==> config.mk <==
export PLATFORM = sky130hd
export DESIGN_NAME = two_partition_slot_table_unit
export DESIGN_NICKNAME = d
export VERILOG_FILES = /design/src/hdl/tpst_pkg.sv /design/src/hdl/tpst_ram.sv /design/src/hdl/tpst_seq.sv /design/src/hdl/two_partition_slot_table_unit.sv
export SDC_FILE = /design/constraint.sdc
export NUM_CORES = 1
export LEC_CHECK = 0
export BUFFER_PORTS_ARGS = -buffer_cell sky130_fd_sc_hd__buf_2
export CAP_MARGIN = 20
export CORE_MARGIN = 5
export CORE_UTILIZATION = 55
export CTS_BUF_LIST = sky130_fd_sc_hd__clkbuf_4
export DETAILED_ROUTE_END_ITERATION = 8
export PLACE_DENSITY_LB_ADDON = 0.08
export RECOVER_POWER = 25
export SLEW_MARGIN = 10
export SYNTH_ARGS = -nofsm -noshare
export SYNTH_HDL_FRONTEND = slang
export SYNTH_HIERARCHICAL = 1
export SYNTH_SLANG_ARGS = --single-unit
export TNS_END_PERCENT = 20
==> constraint.sdc <==
create_clock -name clk -period 5.8 [get_ports clk]
set_input_delay 0 -clock clk [delete_from_list [all_inputs] [get_ports clk]]
set_output_delay 0 -clock clk [all_outputs]
set_load 0.01 [all_outputs]
==> src/hdl/tpst_pkg.sv <==
// shared types, constants and helpers of the two-partition slot table
package tpst_pkg;

  localparam int SLOTS       = 64;
  localparam int MAX_OBJECTS = 256;
  localparam int ADDR_W      = $clog2(SLOTS);
  localparam int CNT_W       = $clog2(SLOTS + 1);
  localparam int OBJ_W       = $clog2(MAX_OBJECTS);
  localparam int CAP_W       = 7;
  localparam logic [CAP_W-1:0] CAP_RESET = CAP_W'(64);

  typedef enum logic [1:0] {
    KIND_ADD    = 2'd0,
    KIND_DELETE = 2'd1,
    KIND_ACT    = 2'd2,
    KIND_DEACT  = 2'd3
  } kind_t;

  typedef enum logic [1:0] {
    STAT_OK   = 2'd0,
    STAT_FULL = 2'd1,
    STAT_BAD  = 2'd2,
    STAT_NOOP = 2'd3
  } status_t;

  typedef enum logic [1:0] {
    S_IDLE,
    S_EXEC,
    S_SECOND
  } state_t;

  // request from the sequencer to the slot memory
  typedef struct packed {
    logic              we;
    logic [ADDR_W-1:0] waddr;
    logic [OBJ_W-1:0]  wdata;
    logic [ADDR_W-1:0] raddr_a;
    logic [ADDR_W-1:0] raddr_b;
  } mem_req_t;

  // zero reads as one, anything above the table size is clipped
  function automatic logic [CNT_W-1:0] cap_limit(input logic [CAP_W-1:0] v);
    logic [CNT_W-1:0] c;
    if (v == '0) begin
      c = CNT_W'(1);
    end else if (32'(v) > SLOTS) begin
      c = CNT_W'(SLOTS);
    end else begin
      c = CNT_W'(v);
    end
    return c;
  endfunction

endpackage

==> src/hdl/tpst_ram.sv <==
// generic memory: one write port, two registered read ports
module tpst_ram #(
  parameter int DEPTH = 64,
  parameter int WIDTH = 8,
  localparam int AW = $clog2(DEPTH)
) (
  input  logic             clk,
  input  logic             we,
  input  logic [AW-1:0]    waddr,
  input  logic [WIDTH-1:0] wdata,
  input  logic [AW-1:0]    raddr_a,
  input  logic [AW-1:0]    raddr_b,
  output logic [WIDTH-1:0] rdata_a,
  output logic [WIDTH-1:0] rdata_b
);

  logic [WIDTH-1:0] mem [DEPTH];

  always_ff @(posedge clk) begin
    if (we) begin
      mem[waddr] <= wdata;
    end
  end

  always_ff @(posedge clk) begin
    rdata_a <= mem[raddr_a];
    rdata_b <= mem[raddr_b];
  end

endmodule

==> src/hdl/tpst_seq.sv <==
// operation sequencer: partition counts, swap-remove decisions, result registers
module tpst_seq import tpst_pkg::*; (
  input  logic              clk,
  input  logic              rst,
  input  logic              start,
  output logic              busy,
  input  logic [1:0]        kind,
  input  logic [OBJ_W-1:0]  object,
  input  logic [ADDR_W-1:0] slot,
  output logic              done,
  output logic [1:0]        status,
  output logic [OBJ_W-1:0]  placed_object,
  output logic [ADDR_W-1:0] new_slot,
  output logic              moved,
  output logic              last,
  input  logic              cfg_valid,
  output logic              cfg_ready,
  input  logic [CAP_W-1:0]  cfg_data,
  output mem_req_t          mem_req,
  input  logic [OBJ_W-1:0]  rd_a_data,
  input  logic [OBJ_W-1:0]  rd_b_data
);

  state_t state, state_next;

  logic [CNT_W-1:0]  cap, ac, ic;
  kind_t             op_kind;
  logic [OBJ_W-1:0]  op_object;
  logic [ADDR_W-1:0] op_slot;
  logic [OBJ_W-1:0]  sec_obj;
  logic [ADDR_W-1:0] sec_slot;

  // decision of the execute cycle
  logic [CNT_W-1:0]  top_slot, edge_act, slot_ext, ac_next, ic_next;
  logic              is_act, is_inact;
  status_t           p_status;
  logic [OBJ_W-1:0]  p_obj;
  logic [ADDR_W-1:0] p_slot;
  logic              p_moved, w1_en, p_sec;
  logic [ADDR_W-1:0] w1_addr;
  logic [OBJ_W-1:0]  w1_data;
  logic [CNT_W:0]    fill;

  // read address for the edge entry, taken from the live inputs at accept
  logic [CNT_W-1:0]  in_ext, in_edge;

  always_comb begin
    in_ext = CNT_W'(slot);
    if (kind_t'(kind) == KIND_DEACT || (kind_t'(kind) == KIND_DELETE && in_ext < ac)) begin
      in_edge = ac - CNT_W'(1);
    end else begin
      in_edge = cap - ic;
    end
  end

  always_comb begin
    top_slot = cap - ic;
    edge_act = ac - CNT_W'(1);
    slot_ext = CNT_W'(op_slot);
    is_act   = slot_ext < ac;
    is_inact = (slot_ext >= top_slot) && (slot_ext < cap);
    fill     = {1'b0, ac} + {1'b0, ic};
    p_status = STAT_OK;
    p_obj    = '0;
    p_slot   = '0;
    p_moved  = 1'b0;
    w1_en    = 1'b0;
    w1_addr  = op_slot;
    w1_data  = rd_b_data;
    p_sec    = 1'b0;
    ac_next  = ac;
    ic_next  = ic;
    if (op_kind == KIND_ADD) begin
      if (fill >= {1'b0, cap}) begin
        p_status = STAT_FULL;
      end else begin
        w1_en   = 1'b1;
        w1_addr = ADDR_W'(ac);
        w1_data = op_object;
        p_obj   = op_object;
        p_slot  = ADDR_W'(ac);
        p_moved = 1'b1;
        ac_next = ac + CNT_W'(1);
      end
    end else if (!is_act && !is_inact) begin
      p_status = STAT_BAD;
    end else begin
      unique case (op_kind)
        KIND_DELETE: begin
          if (is_act) begin
            ac_next = ac - CNT_W'(1);
          end else begin
            ic_next = ic - CNT_W'(1);
          end
          if (slot_ext != (is_act ? edge_act : top_slot)) begin
            // edge handle fills the hole
            w1_en   = 1'b1;
            p_obj   = rd_b_data;
            p_slot  = op_slot;
            p_moved = 1'b1;
          end
        end
        KIND_ACT: begin
          if (is_act) begin
            p_status = STAT_NOOP;
          end else begin
            w1_en   = 1'b1;
            w1_addr = ADDR_W'(ac);
            w1_data = rd_a_data;
            p_obj   = rd_a_data;
            p_slot  = ADDR_W'(ac);
            p_moved = 1'b1;
            p_sec   = slot_ext != top_slot;
            ac_next = ac + CNT_W'(1);
            ic_next = ic - CNT_W'(1);
          end
        end
        KIND_DEACT: begin
          if (!is_act) begin
            p_status = STAT_NOOP;
          end else begin
            w1_en   = 1'b1;
            w1_addr = ADDR_W'(top_slot - CNT_W'(1));
            w1_data = rd_a_data;
            p_obj   = rd_a_data;
            p_slot  = ADDR_W'(top_slot - CNT_W'(1));
            p_moved = 1'b1;
            p_sec   = slot_ext != edge_act;
            ac_next = ac - CNT_W'(1);
            ic_next = ic + CNT_W'(1);
          end
        end
        default: begin
          p_status = STAT_OK;
        end
      endcase
    end
  end

  // next state
  always_comb begin
    state_next = state;
    unique case (state)
      S_IDLE:   if (start) state_next = S_EXEC;
      S_EXEC:   state_next = p_sec ? S_SECOND : S_IDLE;
      S_SECOND: state_next = S_IDLE;
      default:  state_next = S_IDLE;
    endcase
  end

  // outputs
  always_comb begin
    busy            = state != S_IDLE;
    // a command offered in the same cycle goes first
    cfg_ready       = (state == S_IDLE) && !start;
    mem_req.raddr_a = slot;
    mem_req.raddr_b = ADDR_W'(in_edge);
    mem_req.we      = 1'b0;
    mem_req.waddr   = w1_addr;
    mem_req.wdata   = w1_data;
    unique case (state)
      S_IDLE: mem_req.we = 1'b0;
      S_EXEC: mem_req.we = w1_en;
      S_SECOND: begin
        mem_req.we    = 1'b1;
        mem_req.waddr = sec_slot;
        mem_req.wdata = sec_obj;
      end
      default: mem_req.we = 1'b0;
    endcase
  end

  always_ff @(posedge clk) begin
    if (rst) begin
      state <= S_IDLE;
      cap   <= cap_limit(CAP_RESET);
      ac    <= '0;
      ic    <= '0;
      done  <= 1'b0;
    end else begin
      state <= state_next;
      done  <= (state == S_EXEC) || (state == S_SECOND);
      if (cfg_valid && cfg_ready) begin
        cap <= cap_limit(cfg_data);
        ac  <= '0;
        ic  <= '0;
      end else if (state == S_EXEC) begin
        ac <= ac_next;
        ic <= ic_next;
      end
    end
  end

  always_ff @(posedge clk) begin
    if (state == S_IDLE && start) begin
      op_kind   <= kind_t'(kind);
      op_object <= object;
      op_slot   <= slot;
    end
    if (state == S_EXEC) begin
      sec_obj       <= rd_b_data;
      sec_slot      <= op_slot;
      status        <= p_status;
      placed_object <= p_obj;
      new_slot      <= p_slot;
      moved         <= p_moved;
      last          <= !p_sec;
    end else if (state == S_SECOND) begin
      status        <= STAT_OK;
      placed_object <= sec_obj;
      new_slot      <= sec_slot;
      moved         <= 1'b1;
      last          <= 1'b1;
    end
  end

endmodule

==> src/hdl/two_partition_slot_table_unit.sv <==
// top level of the two-partition slot table
//
// slot table of object handles: active handles packed from slot 0 up, inactive
// handles packed from slot capacity-1 down, free slots in between
// command channel: an item transfers at a rising edge with start high and busy
// low; kind selects add, delete, activate or deactivate, object is the handle to
// add, slot the entry to work on
// result channel: each result is on status/placed_object/new_slot/moved/last for
// one cycle with done high; the receiver has no way to stall it
// timing: the slot reads are registered at the item transfer and the first result
// is registered from the execute state; a second result (activate or deactivate
// with a real hole to fill) follows in the next cycle
// no new item is taken before the last write of the current one, set by the
// single write port of the slot memory (read both slots, then one write a cycle)
// config channel: cfg_data is the capacity, taken when cfg_valid and cfg_ready
// are high; it empties both partitions; cfg_ready is high only while idle and
// no command is offered
// reset: synchronous, clears both counts and sets capacity to 64; the slot
// memory itself is not cleared and needs no clearing pass
module two_partition_slot_table_unit import tpst_pkg::*; (
  input  logic              clk,
  input  logic              rst,
  input  logic              start,
  output logic              busy,
  input  logic [1:0]        kind,
  input  logic [OBJ_W-1:0]  object,
  input  logic [ADDR_W-1:0] slot,
  output logic              done,
  output logic [1:0]        status,
  output logic [OBJ_W-1:0]  placed_object,
  output logic [ADDR_W-1:0] new_slot,
  output logic              moved,
  output logic              last,
  input  logic              cfg_valid,
  output logic              cfg_ready,
  input  logic [CAP_W-1:0]  cfg_data
);

  // memory request from the sequencer and the two registered read words
  mem_req_t         mem_req;
  logic [OBJ_W-1:0] rd_a_data, rd_b_data;

  // sequencer: reads the target slot and the partition edge at transfer,
  // writes the placements back one per cycle afterwards
  tpst_seq u_seq (
    .clk           (clk),
    .rst           (rst),
    .start         (start),
    .busy          (busy),
    .kind          (kind),
    .object        (object),
    .slot          (slot),
    .done          (done),
    .status        (status),
    .placed_object (placed_object),
    .new_slot      (new_slot),
    .moved         (moved),
    .last          (last),
    .cfg_valid     (cfg_valid),
    .cfg_ready     (cfg_ready),
    .cfg_data      (cfg_data),
    .mem_req       (mem_req),
    .rd_a_data     (rd_a_data),
    .rd_b_data     (rd_b_data)
  );

  // slot store: handles per slot, no reset, registered reads
  tpst_ram #(
    .DEPTH (SLOTS),
    .WIDTH (OBJ_W)
  ) u_ram (
    .clk     (clk),
    .we      (mem_req.we),
    .waddr   (mem_req.waddr),
    .wdata   (mem_req.wdata),
    .raddr_a (mem_req.raddr_a),
    .raddr_b (mem_req.raddr_b),
    .rdata_a (rd_a_data),
    .rdata_b (rd_b_data)
  );

endmodule

==> metrics.md <==
| Metric | Value |
|---|---|
| Worst setup margin | 0.306 ns |
| IO Port Bufs | 47 |
| Vias per inst | roughly 6.6 |
| Sequential element share of the synthesized area | 0.588 |
| Mapped Cells | between 1500 and 2000 |
| Skew final | between 0.07 and 0.08 ns |
| Critical path class | flop to flop |
| Max Fclk | 182 MHz |
| Clk root buf | clkbuf_4 |
| Worst Path Required | between 6 and 7 ns |
| Die ar. | between 50000 and 60000 sq um |
| Worst reg2reg path depth | 19 |
| Psw | 4.41 mW |
| CP arrival | a little over 6 ns |
| Design area | ~34000 sq um |
| Die W | 243 um |
| Sw Share | 0.335 |
| DRC | 0 |
| Fraction of registers with async set/reset | 0 |
| Worst-skew pair later-pin latency | 1.01 ns |
| Grt ovf | 0 |
| RSZ-0062 raised after global routing | no |
| Total GRT Usage | 0.296 |
| Origin of the critical flop-to-flop path | u_seq/ic[2]$_SDFFE_PP0P_ |
| Avg WL per Cell | 29.8 um |
| Crit path from | u_seq/ic[2]$_SDFFE_PP0P_ |
| Slew headroom | -0.832 |
| Syn nets | 1903 |
| Synth area leader | edfxtp_1 |
| CTS max path bufs | 3 |
| Setup Viol. Count Final | 0 |
| Slew Limit Fails | around 170 |
| Netlist cell types | 78 |
| Most frequent cells after synthesis | edfxtp_1, mux4_2, nor2_1 |
| Reg2Reg Capture Point | u_ram/mem[10][2]$_DFFE_PP_ |
| Startpoint Class | flop |
| Yosys Warn Count | 6 |
| Post-synth EDFFs | 560 |
| Final TNS setup | 0 ns |
| Power Dens Cells | around 380 nW/um^2 |
| Hold Path Class | input pin to flop |
| Final wirelength | 87.1 mm |
| Setup slack at placement | 0.352 ns |
| R2R setup slack | ~0.3 ns |
| Number of global-route vias before repair | between 15000 and 20000 |
| GPL Wtd Cong | between 1 and 1.5 |
| Clk pin slew, worst setup/hold paths | 0.06 ns |
| Crit path to | u_ram/mem[10][2]$_DFFE_PP_ |
| Slew @ Worst Pin | 2.75 ns |
| Final ANT Viol Nets | 0 |
| Vias | around 19000 |
| Core ar. | about 54000 sq um |
| Crit Path Max Fanout | 10 |
| Syn avg cell area | 16.5 sq um |
| Fin crit share | 0.947 |
| FF+latch count, synth | 600 |
| Layout area overhead | 14.6% |
| Combinational fraction of design power | 0.293 |
| Initial DRC Count | 2423 |
| Pre-antenna DRT Iters | 5 |
| Synth Cell Area | 29900 sq um |
| Tmin final | 5.49 ns |
| Most used DFF post-synth | edfxtp_1 |
| Main area contributors after synthesis | edfxtp_1, mux4_2, dfxtp_1, mux2i_1, ha_1 |
| HPWL after DPL | ~57 mm |
| Final #Nets | 2180 |
| Failing checks | max-capacitance violations, max-slew violations |
| Placed instance area | 31700 sq um |
| Die H | ~240 um |
| Crit path capture type | flop |
| Largest net degree at the start of global routing | 68 |
| Layout cells sized above 1 | 0.315 |
| Fin. Hold Viols | 0 |
| Most common cell in the netlist | edfxtp_1 |
| CTS H-tree lvls | 4 |
| Clk sinks | 600 |
| Peak supply drop | 225 uV |
| Starting density of the core | 0.555 |
| Clock power frac | 0.291 |
| Initial antenna violation count | 2 |
| Yosys top cell area share | 0.561 |
| Leak pwr | 11.6 nW |
| Sequential share of power | 0.416 |
| Rows | 85 |
| Ports | 48 |
| Status | complete, but fails checks |
| First-pass GRT wire length | around 130 mm |
| TritonCTS clock tree | done |
| CTS buffer count | 158 |
| Final total power | 13.1 mW |
| Pint | about 8.7 mW |
| Max Cap Viol | 5 |
| Min Hold Slack | 0.136 ns |
-- sequential cells by signal (all words and copies together) (netlist names), 7 cells and up --
register / cells
u_seq/sec_obj: 8
u_seq/op_object: 8
u_seq/cap: 7
u_seq/ac: 7
u_ram/rdata_a: 8
u_seq/placed_object: 8
u_ram/rdata_b: 8
u_seq/ic: 7
u_ram/mem: 512
-- worst max-delay path, cell delays in order, from the launching register on --
cell and delay (ns):
dfxtp_1 0.33, inv_1 0.05, ha_1 0.40, nand2_1 0.08, o21ai_1 0.23, xor2_1 0.30, inv_1 0.14, ha_1 0.30
and4_1 0.21, nor2_1 0.10, o21ai_0 0.10, maj3_2 0.36, maj3_1 0.40, a21boi_0 0.45, nand2_1 0.10, a31oi_1 0.19
buf_4 0.19, nor2b_1 0.19, nand2_1 0.28, nor2_1 0.69
-- final cells by class --
| class | count | area, sq um |
|---|---|---|
| Antenna cell | 3 | 7.51 |
| Clock buffer | 228 | 1710 |
| Clock inverter | 67 | 389 |
| Fill cell | 3907 | 19600 |
| Inverter | 41 | 154 |
| Multi-Input combinational cell | 1050 | 11700 |
| Sequential cell | 600 | 17600 |
| Tap cell | 696 | 871 |
| Timing Repair Buffer | 243 | 1870 |
-- cell families (layout without fill, tap and decap cells) --
logic type,count (synthesis),after routing,synth area share
compound gates,279,279,0.0627
xor+xnor,36,36,0.0131
fa+ha+maj,61,61,0.0261
buf+inv,167,579,0.0260
flops,600,600,0.588
mux,361,361,0.234
other cells,0,3,0
simple gates,313,313,0.0498
-- layout by cell type, fill, tap and decap left out, types with 45 or more instances in the layout --
cell	n
mux2i_1	71
o21ai_0	45
ha_1	56
clkbuf_4	233
dlygate4sd3_1	70
nor2_1	99
edfxtp_1	560
a21oi_1	52
mux4_2	270
nand2_1	69
buf_4	107
-- worst min path at each step --
stage / start / to / depth (start not counted)
after global placement: object[0] / u_seq/op_object[0]$_DFFE_PP_ / 1
final: rst / u_seq/ac[4]$_SDFFE_PP0P_ / 5
after floorplan: rst / u_seq/done$_SDFF_PP0_ / 1
after detailed placement: object[7] / u_seq/op_object[7]$_DFFE_PP_ / 1
after CTS: rst / u_seq/ac[4]$_SDFFE_PP0P_ / 5
after global routing: rst / u_seq/ac[4]$_SDFFE_PP0P_ / 5
-- metrics by stage --
step | cells | util
4_1_cts | 2924 | 0.639
6_report | 2928 | 0.636
5_1_grt | 2928 | 0.636
2_1_floorplan | 1817 | -
3_5_place_dp | 2559 | 0.587
3_3_place_gp | 2558 | 0.587
-- what timing repair did --
action | in CTS | in global routing
setup endpoints to repair | 0 | 7
hold endpoints to repair | 65 | 0
buffers inserted | 0 | 0
hold buffers | 70 | 0
resized for setup | 0 | 1
-- layer usage --
metal,global-route usage,wire length (um),vias up
met3,0.0692,8120,202
met2,0.457,40900,1071
li1,-,-,8156
met5,0,0,-
met4,0.129,3620,0
met1,0.411,34500,9917
-- power by group through the flow --
stage / logic, mW / clock network, mW / registers [mW]
after floorplan: 2.33 / 0 / 5.58
after global placement: 3.80 / 0 / 5.55
after detailed placement: 3.82 / 0 / 5.55
after CTS: 3.87 / 3.90 / 5.45
after global routing: 4.04 / 4.16 / 5.48
final: 3.85 / 3.83 / 5.47
No activity file was read; power rests on OpenSTA's default activity.
